## src/rtl/rgb2hsv_pkg.sv

```systemverilog
// Shared types and constants for the 8-bit RGB to HSV converter.
// Used by every module under rtl; depends on nothing.
package rgb2hsv_pkg;

  localparam logic [7:0] HUE_BASE_RED   = 8'd0;
  localparam logic [7:0] HUE_BASE_GREEN = 8'd85;
  localparam logic [7:0] HUE_BASE_BLUE  = 8'd171;
  localparam int unsigned DIV_STEPS     = 8;

  typedef enum logic [1:0] {
    SEC_RED   = 2'd0,
    SEC_GREEN = 2'd1,
    SEC_BLUE  = 2'd2
  } sector_t;

  typedef struct packed {
    logic [7:0] red;
    logic [7:0] green;
    logic [7:0] blue;
  } rgb_pix_t;

  typedef struct packed {
    logic [7:0] hue;
    logic [7:0] saturation;
    logic [7:0] brightness;
  } hsv_pix_t;

  typedef struct packed {
    logic [7:0] rem;
    logic [7:0] dvd_lo;
    logic [7:0] dvsr;
    logic [7:0] quo;
  } div_lane_t;

  typedef struct packed {
    div_lane_t  sat;
    div_lane_t  hue;
    logic [7:0] brightness;
    sector_t    sector;
    logic       neg;
    logic       grey;
    logic       black;
  } cell_data_t;

endpackage

```

## src/rtl/rgb_to_hsv_8bit.sv

```systemverilog
// 8-bit RGB to HSV converter: front stage, a chain of eight divider cells
// (one quotient bit each for saturation and hue), and an output register.
// Throughput: one pixel per cycle; each stage stalls only when full and blocked.
// Reset (rst_n low, synchronous) empties every stage; no results pending.
// Depends on rgb2hsv_pkg, rgb2hsv_front, rgb2hsv_cell, rgb2hsv_back.
module rgb_to_hsv_8bit (
  input  logic                  clk,
  input  logic                  rst_n,
  input  logic                  in_valid,
  output logic                  in_ready,
  input  rgb2hsv_pkg::rgb_pix_t in_data,
  output logic                  out_valid,
  input  logic                  out_ready,
  output rgb2hsv_pkg::hsv_pix_t out_data
);
  import rgb2hsv_pkg::*;

  logic       chain_valid [DIV_STEPS+1];
  logic       chain_ready [DIV_STEPS+1];
  cell_data_t chain_data  [DIV_STEPS+1];

  rgb2hsv_front u_front (
    .clk       (clk),
    .rst_n     (rst_n),
    .in_valid  (in_valid),
    .in_ready  (in_ready),
    .in_data   (in_data),
    .out_valid (chain_valid[0]),
    .out_ready (chain_ready[0]),
    .out_data  (chain_data[0])
  );

  for (genvar i = 0; i < DIV_STEPS; i++) begin : g_cell
    rgb2hsv_cell u_cell (
      .clk       (clk),
      .rst_n     (rst_n),
      .in_valid  (chain_valid[i]),
      .in_ready  (chain_ready[i]),
      .in_data   (chain_data[i]),
      .out_valid (chain_valid[i+1]),
      .out_ready (chain_ready[i+1]),
      .out_data  (chain_data[i+1])
    );
  end

  rgb2hsv_back u_back (
    .clk       (clk),
    .rst_n     (rst_n),
    .in_valid  (chain_valid[DIV_STEPS]),
    .in_ready  (chain_ready[DIV_STEPS]),
    .in_data   (chain_data[DIV_STEPS]),
    .out_valid (out_valid),
    .out_ready (out_ready),
    .out_data  (out_data)
  );

endmodule

```

## src/rtl/rgb2hsv_front.sv

```systemverilog
// Front stage: channel max/min, sector pick, and divider operand setup.
// Depends on rgb2hsv_pkg.
module rgb2hsv_front (
  input  logic                    clk,
  input  logic                    rst_n,
  input  logic                    in_valid,
  output logic                    in_ready,
  input  rgb2hsv_pkg::rgb_pix_t   in_data,
  output logic                    out_valid,
  input  logic                    out_ready,
  output rgb2hsv_pkg::cell_data_t out_data
);
  import rgb2hsv_pkg::*;

  logic       valid_r;
  logic [7:0] mx_r, delta_r, mag_r;
  logic       neg_r;
  sector_t    sector_r;

  logic [7:0] mx_nxt, mn_nxt, delta_nxt, mag_nxt;
  logic [8:0] diff_nxt;
  sector_t    sector_nxt;
  logic [15:0] sat_dvd, hue_dvd;

  assign in_ready  = !valid_r || out_ready;
  assign out_valid = valid_r;

  always_comb begin
    if (in_data.red >= in_data.green && in_data.red >= in_data.blue) begin
      sector_nxt = SEC_RED;
      mx_nxt     = in_data.red;
      diff_nxt   = {1'b0, in_data.green} - {1'b0, in_data.blue};
    end else if (in_data.green >= in_data.blue) begin
      sector_nxt = SEC_GREEN;
      mx_nxt     = in_data.green;
      diff_nxt   = {1'b0, in_data.blue} - {1'b0, in_data.red};
    end else begin
      sector_nxt = SEC_BLUE;
      mx_nxt     = in_data.blue;
      diff_nxt   = {1'b0, in_data.red} - {1'b0, in_data.green};
    end
    mn_nxt = (in_data.red < in_data.green) ? in_data.red : in_data.green;
    if (in_data.blue < mn_nxt) begin
      mn_nxt = in_data.blue;
    end
    delta_nxt = mx_nxt - mn_nxt;
    mag_nxt   = diff_nxt[8] ? 8'(-diff_nxt) : diff_nxt[7:0];
  end

  always_ff @(posedge clk) begin
    if (!rst_n) begin
      valid_r <= 1'b0;
    end else if (in_ready) begin
      valid_r <= in_valid;
    end
    if (in_valid && in_ready) begin
      mx_r     <= mx_nxt;
      delta_r  <= delta_nxt;
      mag_r    <= mag_nxt;
      neg_r    <= diff_nxt[8];
      sector_r <= sector_nxt;
    end
  end

  always_comb begin
    sat_dvd = {delta_r, 8'd0} - {8'd0, delta_r};
    hue_dvd = ({8'd0, mag_r} << 5) + ({8'd0, mag_r} << 3)
            + ({8'd0, mag_r} << 1) + {8'd0, mag_r};
    out_data.sat.rem    = sat_dvd[15:8];
    out_data.sat.dvd_lo = sat_dvd[7:0];
    out_data.sat.dvsr   = mx_r;
    out_data.sat.quo    = 8'd0;
    out_data.hue.rem    = hue_dvd[15:8];
    out_data.hue.dvd_lo = hue_dvd[7:0];
    out_data.hue.dvsr   = delta_r;
    out_data.hue.quo    = 8'd0;
    out_data.brightness = mx_r;
    out_data.sector     = sector_r;
    out_data.neg        = neg_r;
    out_data.grey       = (delta_r == 8'd0);
    out_data.black      = (mx_r == 8'd0);
  end

endmodule

```

## src/rtl/rgb2hsv_cell.sv

```systemverilog
// Divider cell: one restoring quotient bit for the saturation and hue lanes.
// Depends on rgb2hsv_pkg.
module rgb2hsv_cell (
  input  logic                    clk,
  input  logic                    rst_n,
  input  logic                    in_valid,
  output logic                    in_ready,
  input  rgb2hsv_pkg::cell_data_t in_data,
  output logic                    out_valid,
  input  logic                    out_ready,
  output rgb2hsv_pkg::cell_data_t out_data
);
  import rgb2hsv_pkg::*;

  logic       valid_r;
  cell_data_t data_r;
  cell_data_t data_nxt;

  function automatic div_lane_t div_step(div_lane_t lane);
    logic [8:0] trial;
    logic       ge;
    div_lane_t  res;
    trial      = {lane.rem, lane.dvd_lo[7]};
    ge         = (trial >= {1'b0, lane.dvsr});
    res        = lane;
    res.rem    = ge ? 8'(trial - {1'b0, lane.dvsr}) : trial[7:0];
    res.dvd_lo = {lane.dvd_lo[6:0], 1'b0};
    res.quo    = {lane.quo[6:0], ge};
    return res;
  endfunction

  assign in_ready  = !valid_r || out_ready;
  assign out_valid = valid_r;
  assign out_data  = data_r;

  always_comb begin
    data_nxt     = in_data;
    data_nxt.sat = div_step(in_data.sat);
    data_nxt.hue = div_step(in_data.hue);
  end

  always_ff @(posedge clk) begin
    if (!rst_n) begin
      valid_r <= 1'b0;
    end else if (in_ready) begin
      valid_r <= in_valid;
    end
    if (in_valid && in_ready) begin
      data_r <= data_nxt;
    end
  end

endmodule

```

## src/rtl/rgb2hsv_back.sv

```systemverilog
// Output stage: hue sector sum, black/grey forcing, and the result register.
// Depends on rgb2hsv_pkg.
module rgb2hsv_back (
  input  logic                    clk,
  input  logic                    rst_n,
  input  logic                    in_valid,
  output logic                    in_ready,
  input  rgb2hsv_pkg::cell_data_t in_data,
  output logic                    out_valid,
  input  logic                    out_ready,
  output rgb2hsv_pkg::hsv_pix_t   out_data
);
  import rgb2hsv_pkg::*;

  logic     valid_r;
  hsv_pix_t data_r;
  hsv_pix_t data_nxt;
  logic [7:0] base;
  logic [7:0] offset;

  assign in_ready  = !valid_r || out_ready;
  assign out_valid = valid_r;
  assign out_data  = data_r;

  always_comb begin
    unique case (in_data.sector)
      SEC_RED:   base = HUE_BASE_RED;
      SEC_GREEN: base = HUE_BASE_GREEN;
      SEC_BLUE:  base = HUE_BASE_BLUE;
      default:   base = HUE_BASE_RED;
    endcase
    offset = in_data.neg ? 8'(-in_data.hue.quo) : in_data.hue.quo;
    data_nxt.brightness = in_data.brightness;
    if (in_data.black || in_data.grey) begin
      data_nxt.hue        = 8'd0;
      data_nxt.saturation = 8'd0;
    end else begin
      data_nxt.hue        = base + offset;
      data_nxt.saturation = in_data.sat.quo;
    end
  end

  always_ff @(posedge clk) begin
    if (!rst_n) begin
      valid_r <= 1'b0;
    end else if (in_ready) begin
      valid_r <= in_valid;
    end
    if (in_valid && in_ready) begin
      data_r <= data_nxt;
    end
  end

endmodule
```

## config.mk

```make
export PLATFORM = sky130hd
export DESIGN_NAME = rgb_to_hsv_8bit
export DESIGN_NICKNAME = d
export VERILOG_FILES = /design/src/rtl/rgb2hsv_pkg.sv /design/src/rtl/rgb_to_hsv_8bit.sv /design/src/rtl/rgb2hsv_front.sv /design/src/rtl/rgb2hsv_cell.sv /design/src/rtl/rgb2hsv_back.sv
export SDC_FILE = /design/constraint.sdc
export NUM_CORES = 1
export LEC_CHECK = 0
export BUFFER_PORTS_ARGS = -buffer_cell sky130_fd_sc_hd__buf_2
export CORE_MARGIN = 1
export CORE_UTILIZATION = 60
export DETAILED_ROUTE_END_ITERATION = 6
export GPL_ROUTABILITY_DRIVEN = 0
export PLACE_DENSITY = 0.77
export SYNTH_ARGS = -nofsm -noshare
export SYNTH_HDL_FRONTEND = slang
export SYNTH_SLANG_ARGS = --single-unit
export TNS_END_PERCENT = 50
```

## constraint.sdc

```tcl
create_clock -name clk -period 14.5 [get_ports clk]
set_clock_uncertainty 0.1 [all_clocks]
set_input_delay 2.9 -clock clk [delete_from_list [all_inputs] [get_ports clk]]
set_output_delay 2.9 -clock clk [all_outputs]
set_load 0.03 [all_outputs]
```

==> Word level (Yosys, flattened, before mapping) <==
Index checks and enable logic that the tools add are counted.
{ "totals": {"word_cells": 215, "rom_bits": 0, "mem_bits_rw": 0, "n_memories": 0, "in_bits": 28, "ff_bits": 461, "out_inout_bits": 26, "latchBits": 0} }
{ "classes": {"n_eq_ne": 2, "addsub": 25, "div_mod_pow": 0, "n_reduce_logical": 34, "magnitude_cmp": 21, "n_mux": 24, "shifts": 0, "mul": 0, "bitwise": 0} }
{ "op_table": {"columns": ["operator", "count"], "rows": [
  ["8-bit 2-to-1 mux", 20],
  ["9-bit by 8-bit greater-or-equal comparator with 1-bit output", 16],
  ["8-bit subtractor", 15],
  ["8-bit by 8-bit subtractor with 9-bit output", 3],
  ["8-bit greater-or-equal comparator", 3],
  ["9-bit 2-to-1 mux", 2],
  ["16-bit by 8-bit adder with 16-bit output", 1],
  ["16-bit by 9-bit adder with 16-bit output", 1],
  ["8-bit logical NOT", 2],
  ["8-bit less-than comparator", 2],
  ["8-bit negator", 2],
  ["8-bit case mux with 2 select lines", 1],
  ["16-bit by 8-bit subtractor with 16-bit output", 1],
  ["13-bit by 11-bit adder with 14-bit output", 1],
  ["1-bit logical AND", 11],
  ["1-bit logical OR", 11],
  ["1-bit logical NOT", 10],
  ["8-bit adder", 1],
  ["2-bit by 1-bit == test with 1-bit output, second input constant", 1],
  ["2-bit == test, second input constant", 1],
  ["2-bit 2-to-1 mux", 1]
]} }

==> Logic depth before layout (Yosys ltp) <==
Gate-level depths: netlist of the first run.
{ "logic_depth": {"word_depth": 12, "depth_mapped": 25} }

==> By module <==
A second synthesis of the first run with hierarchy kept.
{ "hier_totals": {"cells_unflattened": 2316, "area_unflattened_um2": 32356.0} }
{ "by_module_without_submodules": {"columns": ["mod", "instances", "cells_per_inst", "area_each_um2"], "rows": [
  ["rgb2hsv_cell at g_cell[2].u_cell ...", 4, 214, 3333.2],
  ["rgb2hsv_cell at g_cell[0].u_cell ...", 3, 209, 3313.2],
  ["rgb2hsv_front", 1, 509, 4455.5],
  ["rgb2hsv_cell at g_cell[1].u_cell", 1, 210, 3283.1],
  ["rgb2hsv_back", 1, 114, 1345.0]
]} }

==> Least setup slack after synthesis of the first run <==
No wires, ideal clock.
{ "synth_path": {"path_kind": "input to register", "from": "input port out_ready", "to": "register g_cell[0].u_cell.data_r (netlist bit g_cell[0].u_cell.out_data[0]) (enable)", "setup_slack_ns": 6.440, "cell_stages": 7, "required_time_ns": 13.859, "arrival_time_ns": 7.418, "path_cell_list": "nor2b_1 -> nand3_1 -> nor2_1 -> and2_1 -> and3_1 -> clkbuf_1 -> a21boi_0"} }
{ "synth_between": {"elab_chain_len": 10} }
{ "synth_lines": {"columns": ["item", "line", "rtl"], "rows": [
  ["start: declaration", "rgb_to_hsv_8bit.sv:13", "input logic out_ready,"],
  ["1-bit logical OR", "rgb2hsv_back.sv:21", "assign in_ready = !valid_r || out_ready;"],
  ["1-bit logical OR (8 in a row)", "rgb2hsv_cell.sv:32", "assign in_ready = !valid_r || out_ready;"],
  ["1-bit logical AND", "rgb2hsv_cell.sv:48", "if (in_valid && in_ready) begin"],
  ["end signal: assignment", "rgb2hsv_cell.sv:49", "data_r <= data_nxt;"],
  ["end: declaration", "rgb2hsv_cell.sv:16", "cell_data_t data_r;"]
]} }
Every way passes these cells.
A chain may end at the register's enable or synchronous reset.

==> Final worst setup path of the first run <==
{ "layout_path": {"from": "input port out_ready", "to": "output port in_ready"} }
{ "layout_between": {"elab_chain_len": 10} }
{ "layout_lines": {"columns": ["item", "line", "rtl"], "rows": [
  ["1-bit logical OR", "rgb2hsv_back.sv:21", null],
  ["1-bit logical OR (8 in a row)", "rgb2hsv_cell.sv:32", null],
  ["1-bit logical OR", "rgb2hsv_front.sv:25", "assign in_ready = !valid_r || out_ready;"],
  ["end: declaration", "rgb_to_hsv_8bit.sv:10", "output logic in_ready,"]
]} }
Every way passes these cells.

==> results_dict.tcl, run 1 <==
set metrics [dict create \
    status "finished clean" \
    stdcell_count 2568 \
    finalSetupViolCount 0 \
    yosysTopAreaCellShare 0.558 \
    synthToLayoutAreaGrowth_pct 11.1 \
    avgSynthCellArea_um2 12.5 \
    globalRouteTotalUtil 0.202 \
    first_iter_violations 723 \
    synth_area_mm2 0.0239 \
    grt_pass1_wl_mm 67.0 \
    io_pins 54 \
    slowest_stage "and3_1" \
    via_count 14100 \
    whs_endpoint "g_cell[4].u_cell.out_data[17]$_DFFE_PP_" \
    critical_path.top_delay_family "simple AND/OR/NAND/NOR gates" \
    async_flop_share 0 \
    cts_setup_buffers 0 \
    synth_top_family_by_area "adder cells" \
    r2r_slack_ns 8.92 \
    drive_gt1_frac 0.122 \
    worstMarginPinSlew_ns 1.12 \
    period_needed_ns 7.99 \
    grt_overflow_total 0 \
    cp.depth 8 \
    maxCapViolCount 0 \
    ctsHtreeMaxLevel 2 \
    synth_compound_area_frac 0.0930 \
    ir_worst_vdd_mv 0.155 \
    core-area_mm2 0.0390 \
    crit_type "input port to primary output" \
    first_pass_iters 5 \
    required_ns 11.50 \
    crit_arrival_ns 4.99 \
    cts.sinks 454 \
    rows 72 \
    numCtsBuffers 46 \
    cts_hold_buf 0 \
    cts_root_buffer "clkbuf_16" \
    ys_seq_area_frac 0.566 \
    synth_nets 2164 \
    crit_path_max_fanout 6 \
    cts_buffer_depth 3 \
    nets 2262 \
    start_util 0.613 \
    antenna_found_initial 0 \
    synth_fa_ha_area_frac 0.124 \
    cp-end-kind "primary output" \
    yosys.area_share.xor_xnor 0.0348 \
    synth-simple-area-share 0.0802 \
    crit_buf_inv 2 \
    rsz0062_at_grt "no" \
    post-route-drc-count 0 \
    ys_seq_elements 454 \
    clkTransAtPathRegs_ns 0.06 \
    yosys.area.top_type "edfxtp_1" \
    timing.rr.start "u_front.mag_r[0]$_DFFE_PP_" \
    layout_commonest_cell "edfxtp_1" \
    cts_resized 0 \
    final_cell_mix "edfxtp_1, inv_1, ha_1" \
    hold_viol_final 0 \
    timing.rr.end "g_cell[0].u_cell.out_data[41]$_DFFE_PP_" \
    antenna_cells 0 \
    cp-start-kind "input port" \
    rr_worst_depth 18 \
    grt_max_degree 53 \
    antenna_left 0 \
    crit_path_max_incr_delay_ns 0.46 \
    dpl.hpwl_mm 29.8 \
    wl_mm 40.1 \
    port_buffers 53 \
    synth-main-ff-cell "edfxtp_1" \
    leakagePower_nw 10.8 \
    clk_latency_ns 0.55 \
    synth.mux.area_fraction 0.0571 \
    drv_slew 0 \
    slew_headroom 0.252 \
    hold_path.startpoint "g_cell[3].u_cell.out_data[16]$_DFFE_PP_" \
    totalNegativeSetupSlack_ns 0 \
    wl_per_cell_um 15.6 \
    min_delay_path_depth 0 \
    path_cells "buf_2 > nor2b_1 > nand3_1 > nor2_1 > and2_1 > and3_1 > nand3_1 > buf_2" \
    hp-class "flop to flop" \
    dp_cells 2483 \
    die-area_mm2 0.0406 \
    die_y_um 202 \
    cts_tree "yes" \
    synth_warnings 0 \
    p_per_area_mw_per_mm2 169 \
    fin_crit_sh 0.551 \
    synth_edf_count 444 \
    die_w_um 202 \
    synth.distinct_cells 63 \
    synthTopCellsByArea "edfxtp_1, ha_1, inv_1" \
    routed_via_density 5.50 \
    first_global_vias 14500 \
    clock.fmax_ghz 0.125 \
    synthCells 1915 \
]
==> how the worst max path moves through the flow <==
stage | from | to | slack [ns]
after floorplan | out_ready | g_cell[0].u_cell.out_data[0]$_DFFE_PP_ | 6.44
after global placement | in_data[9] | u_front.delta_r[7]$_DFFE_PP_ | 6.20
after detailed placement | in_data[9] | u_front.delta_r[7]$_DFFE_PP_ | 6.01
after CTS | out_ready | in_ready | 6.53
after global routing | in_data[9] | u_front.delta_r[7]$_DFFE_PP_ | 6.16
final | out_ready | in_ready | 6.51
==> metal layers <==
metal	GRT usage	part of all wire	vias up
li1	-	-	7076
met1	0.218	0.39	6665
met2	0.383	0.53	280
met3	0.0301	0.033	107
met4	0.101	0.046	0
met5	0	0	-
==> worst register-to-register path, stage by stage (launching register included) <==
cell and delay, ns:
edfxtp_1 0.52, ha_1 0.28, inv_1 0.07, fa_1 0.42, fa_1 0.50, inv_1 0.04
ha_1 0.33, a21oi_1 0.33, nor2_1 0.08, o31ai_1 0.26, xnor2_1 0.21, ha_1 0.34
o21ai_0 0.14, a21boi_0 0.17, o21ai_0 0.25, a21oi_1 0.15, o21ai_1 0.60, inv_1 0.20
mux2_2 0.36
==> kinds of logic (layout without fill, tap and decap cells) <==
kind of cell    count (synthesis)  in the layout
compound gates                343            343
buf+inv                       274            409
fa+ha+maj                     222            222
simple gates                  401            401
xor+xnor                       95             95
mux                           125            125
flops                         454            454
other cells                     1              1
==> layout make-up <==
type | count | area [um^2]
fillers | 2649 | 12400
inverters | 261 | 982
clock buffers | 51 | 1190
multi-input cells | 1187 | 9400
flip-flops and latches | 454 | 13500
well taps | 518 | 648
clock inverters | 34 | 467
repair buffers | 63 | 340
==> power by group <==
group	internal (mW)	switching [mW]	total (mW)
Combinational	0.694	0.861	1.55
Clock	0.791	0.483	1.27
Sequential	1.60	0.0545	1.65
==> synthesized netlist by cell type, drive strengths merged (6+ instances only) <==
cell,n
and2,18
inv,261
dfxtp,10
a311oi,13
mux2i,51
nand4,32
a22oi,12
a21o,41
mux2,74
fa,26
o21ai,101
a21oi,81
xor2,27
nand2,69
nand3,10
edfxtp,444
a31oi,7
nor2,164
o21a,14
xnor2,68
o31ai,6
ha,195
nor2b,48
nor3,14
nand2b,22
a211oi,7
a21boi,35
buf,9
o21bai,10
==> per-stage QoR <==
stage / utilization / hold WS, ns / instance area [um^2] / power (mW) / setup WS [ns]
final: 0.681 / 0.312 / 26600 / 4.48 / 6.51
after global placement: 0.638 / 0.302 / 24900 / 3.15 / 6.20
after global routing: 0.681 / 0.322 / 26600 / 4.74 / 6.16
after detailed placement: 0.638 / 0.305 / 24900 / 3.21 / 6.01
after floorplan: - / 0.300 / 23900 / 2.87 / 6.44
after CTS: 0.681 / 0.314 / 26600 / 4.50 / 6.53
==> registers in the layout (all words and copies together), names as in the netlist <==
name                     count
u_front.mag_r                8
g_cell.u_cell.out_valid      8
g_cell.u_cell.out_data     393
u_front.neg_r                1
u_front.mx_r                 8
u_front.sector_r             2
u_front.out_valid            1
u_front.delta_r              8
u_back.out_valid             1
u_back.out_data             24
(Power assumes the default switching activity.)
==> run 2, diff against run 1 <==
- ABC_AREA: not set -> 1
- CORE_UTILIZATION: 60 -> 57
- clock period: 14.5 -> 6.5 ns (I/O delays scaled with it)
==> results_dict.tcl, run 2 <==
set metrics [dict create \
    status "finished clean" \
    ctsHtreeMaxLevel 2 \
    die_w_um 206 \
    cts_setup_buffers 0 \
    via_count 15100 \
    period_needed_ns 5.45 \
    ys_seq_area_frac 0.572 \
    synth_nets 2383 \
    cts_tree "yes" \
    async_flop_share 0 \
    cts_buffer_depth 3 \
    cts_resized 0 \
    synthToLayoutAreaGrowth_pct 9.86 \
    placed_area_mm2 0.0245 \
    grt_pass1_wl_mm 68.6 \
    hold_viol_final 0 \
    yosys.cell_count.top_type "edfxtp_1" \
    nFillCells 3001 \
    worstMarginPinSlew_ns 1.15 \
    drv_slew 0 \
    cp_common_cell "nand2_1" \
    io_pins 54 \
    rr_worst_depth 25 \
    cp-start-kind "input port" \
    seqCellArea_mm2 0.0135 \
    post-route-drc-count 0 \
    cts_root_buffer "clkbuf_16" \
    largest_reg_flops 393 \
    grt_max_degree 53 \
    synthTopCellsByArea "edfxtp_1, ha_1, inv_1" \
    start_util 0.578 \
    multiInputGateArea_mm2 0.00866 \
    min_delay_path_depth 0 \
    totalNegativeSetupSlack_ns 0 \
    cts_hold_buf 0 \
    drive_gt1_frac 0.0795 \
    r2r_slack_ns 1.42 \
    power_mw 9.61 \
    core-area_mm2 0.0409 \
    antenna_cells 0 \
    crit_type "input port to flop" \
    required_ns 6.71 \
    fin_crit_sh 0.839 \
    antenna_found_initial 0 \
    rows 74 \
    globalRouteTotalUtil 0.199 \
    numCtsBuffers 45 \
    first_pass_iters 5 \
    layout_commonest_cell "edfxtp_1" \
    crit_path_max_fanout 16 \
    rsz0062_at_grt "no" \
    first_global_vias 15400 \
    routed_via_density 5.41 \
    finalSetupViolCount 0 \
    clock.fmax_ghz 0.183 \
    die_y_um 206 \
    grt_overflow_total 0 \
    first_iter_violations 826 \
    clk_latency_ns 0.55 \
    avgSynthCellArea_um2 11.1 \
    synth_area_mm2 0.0237 \
    whs_ns 0.304 \
    dpl.hpwl_mm 30.2 \
    cp-end-kind "flop" \
    clkTransAtPathRegs_ns 0.06 \
    die-area_mm2 0.0423 \
    port_buffers 53 \
    leakagePower_nw 10.9 \
    synthTopCellsByCount "edfxtp_1, inv_1, nand2_1" \
    ir_worst_vdd_mv 0.397 \
    maxCapViolCount 0 \
    yosys.area.top_type "edfxtp_1" \
    crit_path_max_incr_delay_ns 0.39 \
    antenna_left 0 \
    cts.sinks 454 \
    yosysTopAreaCellShare 0.564 \
    synthCells 2134 \
    fin_area_mm2 0.0260 \
    nets 2467 \
    final_cell_mix "edfxtp_1, inv_1, nand2_1" \
    synth_warnings 0 \
    slowest_stage "ha_1" \
    wl_per_cell_um 14.7 \
    slew_headroom 0.234 \
    hp-class "flop to flop" \
    wl_mm 40.8 \
    p_per_area_mw_per_mm2 370 \
    synth.distinct_cells 52 \
    ys_seq_elements 454 \
    synth-main-ff-cell "edfxtp_1" \
    crit_arrival_ns 5.66 \
    synth_edf_count 444 \
]
==> run 2: cell types whose count changed in the layout (fill, tap and decap cells not counted), moves of 29 or more <==
cell,delta
mux2_2,-73
nand2_1,+201
a21o_1,-31
xnor2_1,-29
nand3_1,+40
a21boi_0,-31
xor2_1,+55
inv_1,+88
o21ai_0,-40
mux2i_1,-49
a21oi_1,+114
nor2b_1,-43
==> run 2: path summary, 6_finish.rpt <==
kind                                             end                                    start
max                     u_front.delta_r[7]$_DFFE_PP_                              in_data[10]
min          g_cell[5].u_cell.out_data[16]$_DFFE_PP_  g_cell[4].u_cell.out_data[15]$_DFFE_PP_
max reg2reg  g_cell[0].u_cell.out_data[40]$_DFFE_PP_               u_front.mag_r[0]$_DFFE_PP_
min reg2reg  g_cell[5].u_cell.out_data[16]$_DFFE_PP_  g_cell[4].u_cell.out_data[15]$_DFFE_PP_
==> run 2: cell type report <==
type,count,share of cell area
clock buffers,55,0.0464
clock inverters,26,0.0111
inverters,356,0.0516
multi-input cells,1304,0.333
flip-flops and latches,454,0.521
well taps,532,0.0256
repair buffers,57,0.0114
==> run 2: per-layer routing <==
layer / GRT usage / wire (um)
met5: 0 / 0
met3: 0.0276 / 1820
met4: 0.103 / 1910
met1: 0.210 / 15500
met2: 0.381 / 21600
==> run 2: metrics by stage <==
step | setup WS (ns) | std cells | utilization
2_1_floorplan | 1.31 | 2134 | -
3_3_place_gp | 0.887 | 2703 | 0.599
3_5_place_dp | 0.680 | 2703 | 0.599
4_1_cts | 1.25 | 2784 | 0.635
5_1_grt | 0.708 | 2784 | 0.635
6_report | 1.05 | 2784 | 0.635
==> run 2: cell families (layout without fill, tap and decap cells) <==
kind of cell / Yosys count / in the layout / synth area share
flip-flops: 454 / 454 / 0.572
adder cells (fa/ha/maj): 221 / 221 / 0.125
other: 1 / 1 / 0.000159
buffers and inverters: 376 / 494 / 0.0634
AND/OR/NAND/NOR: 612 / 612 / 0.112
XOR/XNOR: 121 / 121 / 0.0448
AO/OA/AOI/OAI: 349 / 349 / 0.0823
==> run 2: worst max-delay path: cells and delay by family <==
kind,cells,cell delay [ns]
and+or+nand+nor,14,1.47
AOI/OAI and AO/OA,6,1.34
adders and majority gates,3,1.06
buffers and inverters,6,0.47
==> run 2: power breakdown <==
part | switching [mW] | leakage [nW] | internal [mW]
clock | 1.05 | 0.731 | 1.56
sequential | 0.132 | 4.11 | 3.59
combinational | 1.99 | 6.05 | 1.30
==> run 3, diff against run 2 <==
- CORE_UTILIZATION: 57 -> 60
- clock period: 6.5 -> 5.61 ns (I/O delays scaled with it)
==> results_dict.tcl, run 3 (same netlist as run 2, synthesis figures left out) <==
set metrics [dict create \
    fin_crit_sh 0.904 \
    via_count 15000 \
    io_pins 54 \
    grt_overflow_total 0 \
    drv_slew 0 \
    worst_slack_ns 0.538 \
    cp-end-kind "flop" \
    hp-class "flop to flop" \
    slew_headroom 0.243 \
    post-route-drc-count 8 \
    power_frac_clock 0.271 \
    p_comb_frac 0.340 \
    port_buffers 53 \
    start_util 0.611 \
    leakagePower_nw 10.9 \
    required_ns 5.82 \
    rows 72 \
    core-area_mm2 0.0387 \
    period_needed_ns 5.07 \
    wl_per_cell_um 14.5 \
    nFillCells 2718 \
    hold_viol_final 0 \
    first_global_vias 15100 \
    cts_resized 0 \
    fin_area_mm2 0.0260 \
    grt_pass1_wl_mm 67.1 \
    globalRouteTotalUtil 0.203 \
    clock.fmax_ghz 0.197 \
    cts.sinks 454 \
    p_int_mw 7.45 \
    antenna_found_initial 0 \
    first_pass_iters 7 \
    cp-start-kind "input port" \
    power_switching_mw 3.64 \
    ctsHtreeMaxLevel 2 \
    largest_reg_flops 393 \
    clk_latency_ns 0.55 \
    crit_type "input port to flop" \
    first_iter_violations 787 \
    final_cell_mix "edfxtp_1, inv_1, nand2_1" \
    cts_setup_buffers 0 \
    finalSetupViolCount 0 \
    crit_arrival_ns 5.28 \
    dpl.hpwl_mm 29.7 \
    die-area_mm2 0.0402 \
    die_y_um 201 \
    nets 2468 \
    antenna_left 0 \
    synthToLayoutAreaGrowth_pct 9.85 \
    layout_commonest_cell "edfxtp_1" \
    antenna_cells 0 \
    worstMarginPinSlew_ns 1.13 \
    ir_worst_vdd_mv 0.391 \
    cts_hold_buf 0 \
    placed_area_mm2 0.0245 \
    wl_mm 40.2 \
    pre_cts_ws_ns 0.0488 \
    p_per_area_mw_per_mm2 427 \
    drive_gt1_frac 0.0830 \
    grt_max_degree 53 \
    p_sw_frac 0.328 \
    maxCapViolCount 0 \
    p_seq_frac 0.388 \
    cts_buffer_depth 3 \
    die_w_um 201 \
    numCtsBuffers 44 \
    violations "DRC" \
    status "finished, violations left" \
    cts_tree "yes" \
    cts_root_buffer "clkbuf_16" \
    totalNegativeSetupSlack_ns 0 \
    clkTransAtPathRegs_ns 0.06 \
    routed_via_density 5.40 \
    crit_path_max_fanout 16 \
    rsz0062_at_grt "no" \
]
## run 3: cell types whose count changed in the layout (fill, tap and decap cells not counted), sizes merged
cell | previous run | this run
bufinv | 6 | 7
clkinvlp | 1 | 4
buf | 57 | 59
clkinv | 17 | 19
clkbuf | 55 | 48
## run 3: power groups by stage
stage / clock network (mW) / registers [mW] / logic (mW)
2_1_floorplan: 0 / 4.32 / 3.02
6_report: 3.01 / 4.31 / 3.77
5_1_grt: 3.18 / 4.33 / 4.31
3_5_place_dp: 0 / 4.38 / 3.74
3_3_place_gp: 0 / 4.36 / 3.59
4_1_cts: 3.06 / 4.31 / 3.78
## run 3: path summary, 6_finish.rpt
kind                                                         startpoint                                       to  slack [ns]  cells past startpoint
worst max register to register               u_front.mag_r[0]$_DFFE_PP_  g_cell[0].u_cell.out_data[40]$_DFFE_PP_        0.62                     24
worst max-delay path                                        in_data[14]             u_front.delta_r[7]$_DFFE_PP_        0.54                     26
worst min register to register  g_cell[3].u_cell.out_data[66]$_DFFE_PP_  g_cell[4].u_cell.out_data[67]$_DFFE_PP_        0.31                      0
worst min-delay path            g_cell[3].u_cell.out_data[66]$_DFFE_PP_  g_cell[4].u_cell.out_data[67]$_DFFE_PP_        0.31                      0
## run 3: metrics by stage
| step | hold slack, ns | total power, mW | instances | utilization |
|---|---|---|---|---|
| CTS | 0.309 | 11.1 | 2771 | 0.671 |
| global placement | 0.300 | 7.95 | 2691 | 0.632 |
| floorplan | 0.300 | 7.34 | 2134 | - |
| global route | 0.316 | 11.8 | 2771 | 0.671 |
| detailed placement | 0.305 | 8.12 | 2691 | 0.632 |
| finish | 0.313 | 11.1 | 2771 | 0.671 |
## run 3: metal layers
metal,vias to the layer above,part of all wire,GRT usage
li1,7490,-,-
met1,6936,0.38,0.213
met2,399,0.52,0.385
met3,137,0.044,0.0297
met4,0,0.054,0.115
met5,-,0,0
## run 3: area by class of cell
cell class / count / area (um^2) / share of cell area
clock buffers: 48 / 1140 / 0.0438
clock inverters: 32 / 357 / 0.0137
inverters: 356 / 1340 / 0.0516
multi-input cells: 1304 / 8660 / 0.333
flip-flops and latches: 454 / 13500 / 0.521
well taps: 518 / 648 / 0.0249
repair buffers: 59 / 310 / 0.0119
## run 3: critical path, stage by stage
cell and delay (ns):
buf_2 0.11, inv_1 0.06, ha_1 0.35, nand2_1 0.11, nand2_1 0.08, a21oi_2 0.21, nand3_2 0.28, o21ai_0 0.32
inv_1 0.10, ha_1 0.30, nand2_1 0.08, nor2_1 0.05, a211oi_1 0.35, nand2_2 0.26, nand2_1 0.11, o21ai_1 0.06
ha_1 0.33, a21o_1 0.17, a31oi_1 0.31, o31ai_1 0.14, nand3_1 0.10, nand2_1 0.07, inv_1 0.06, nand3_1 0.07
nand2_1 0.06, inv_1 0.03
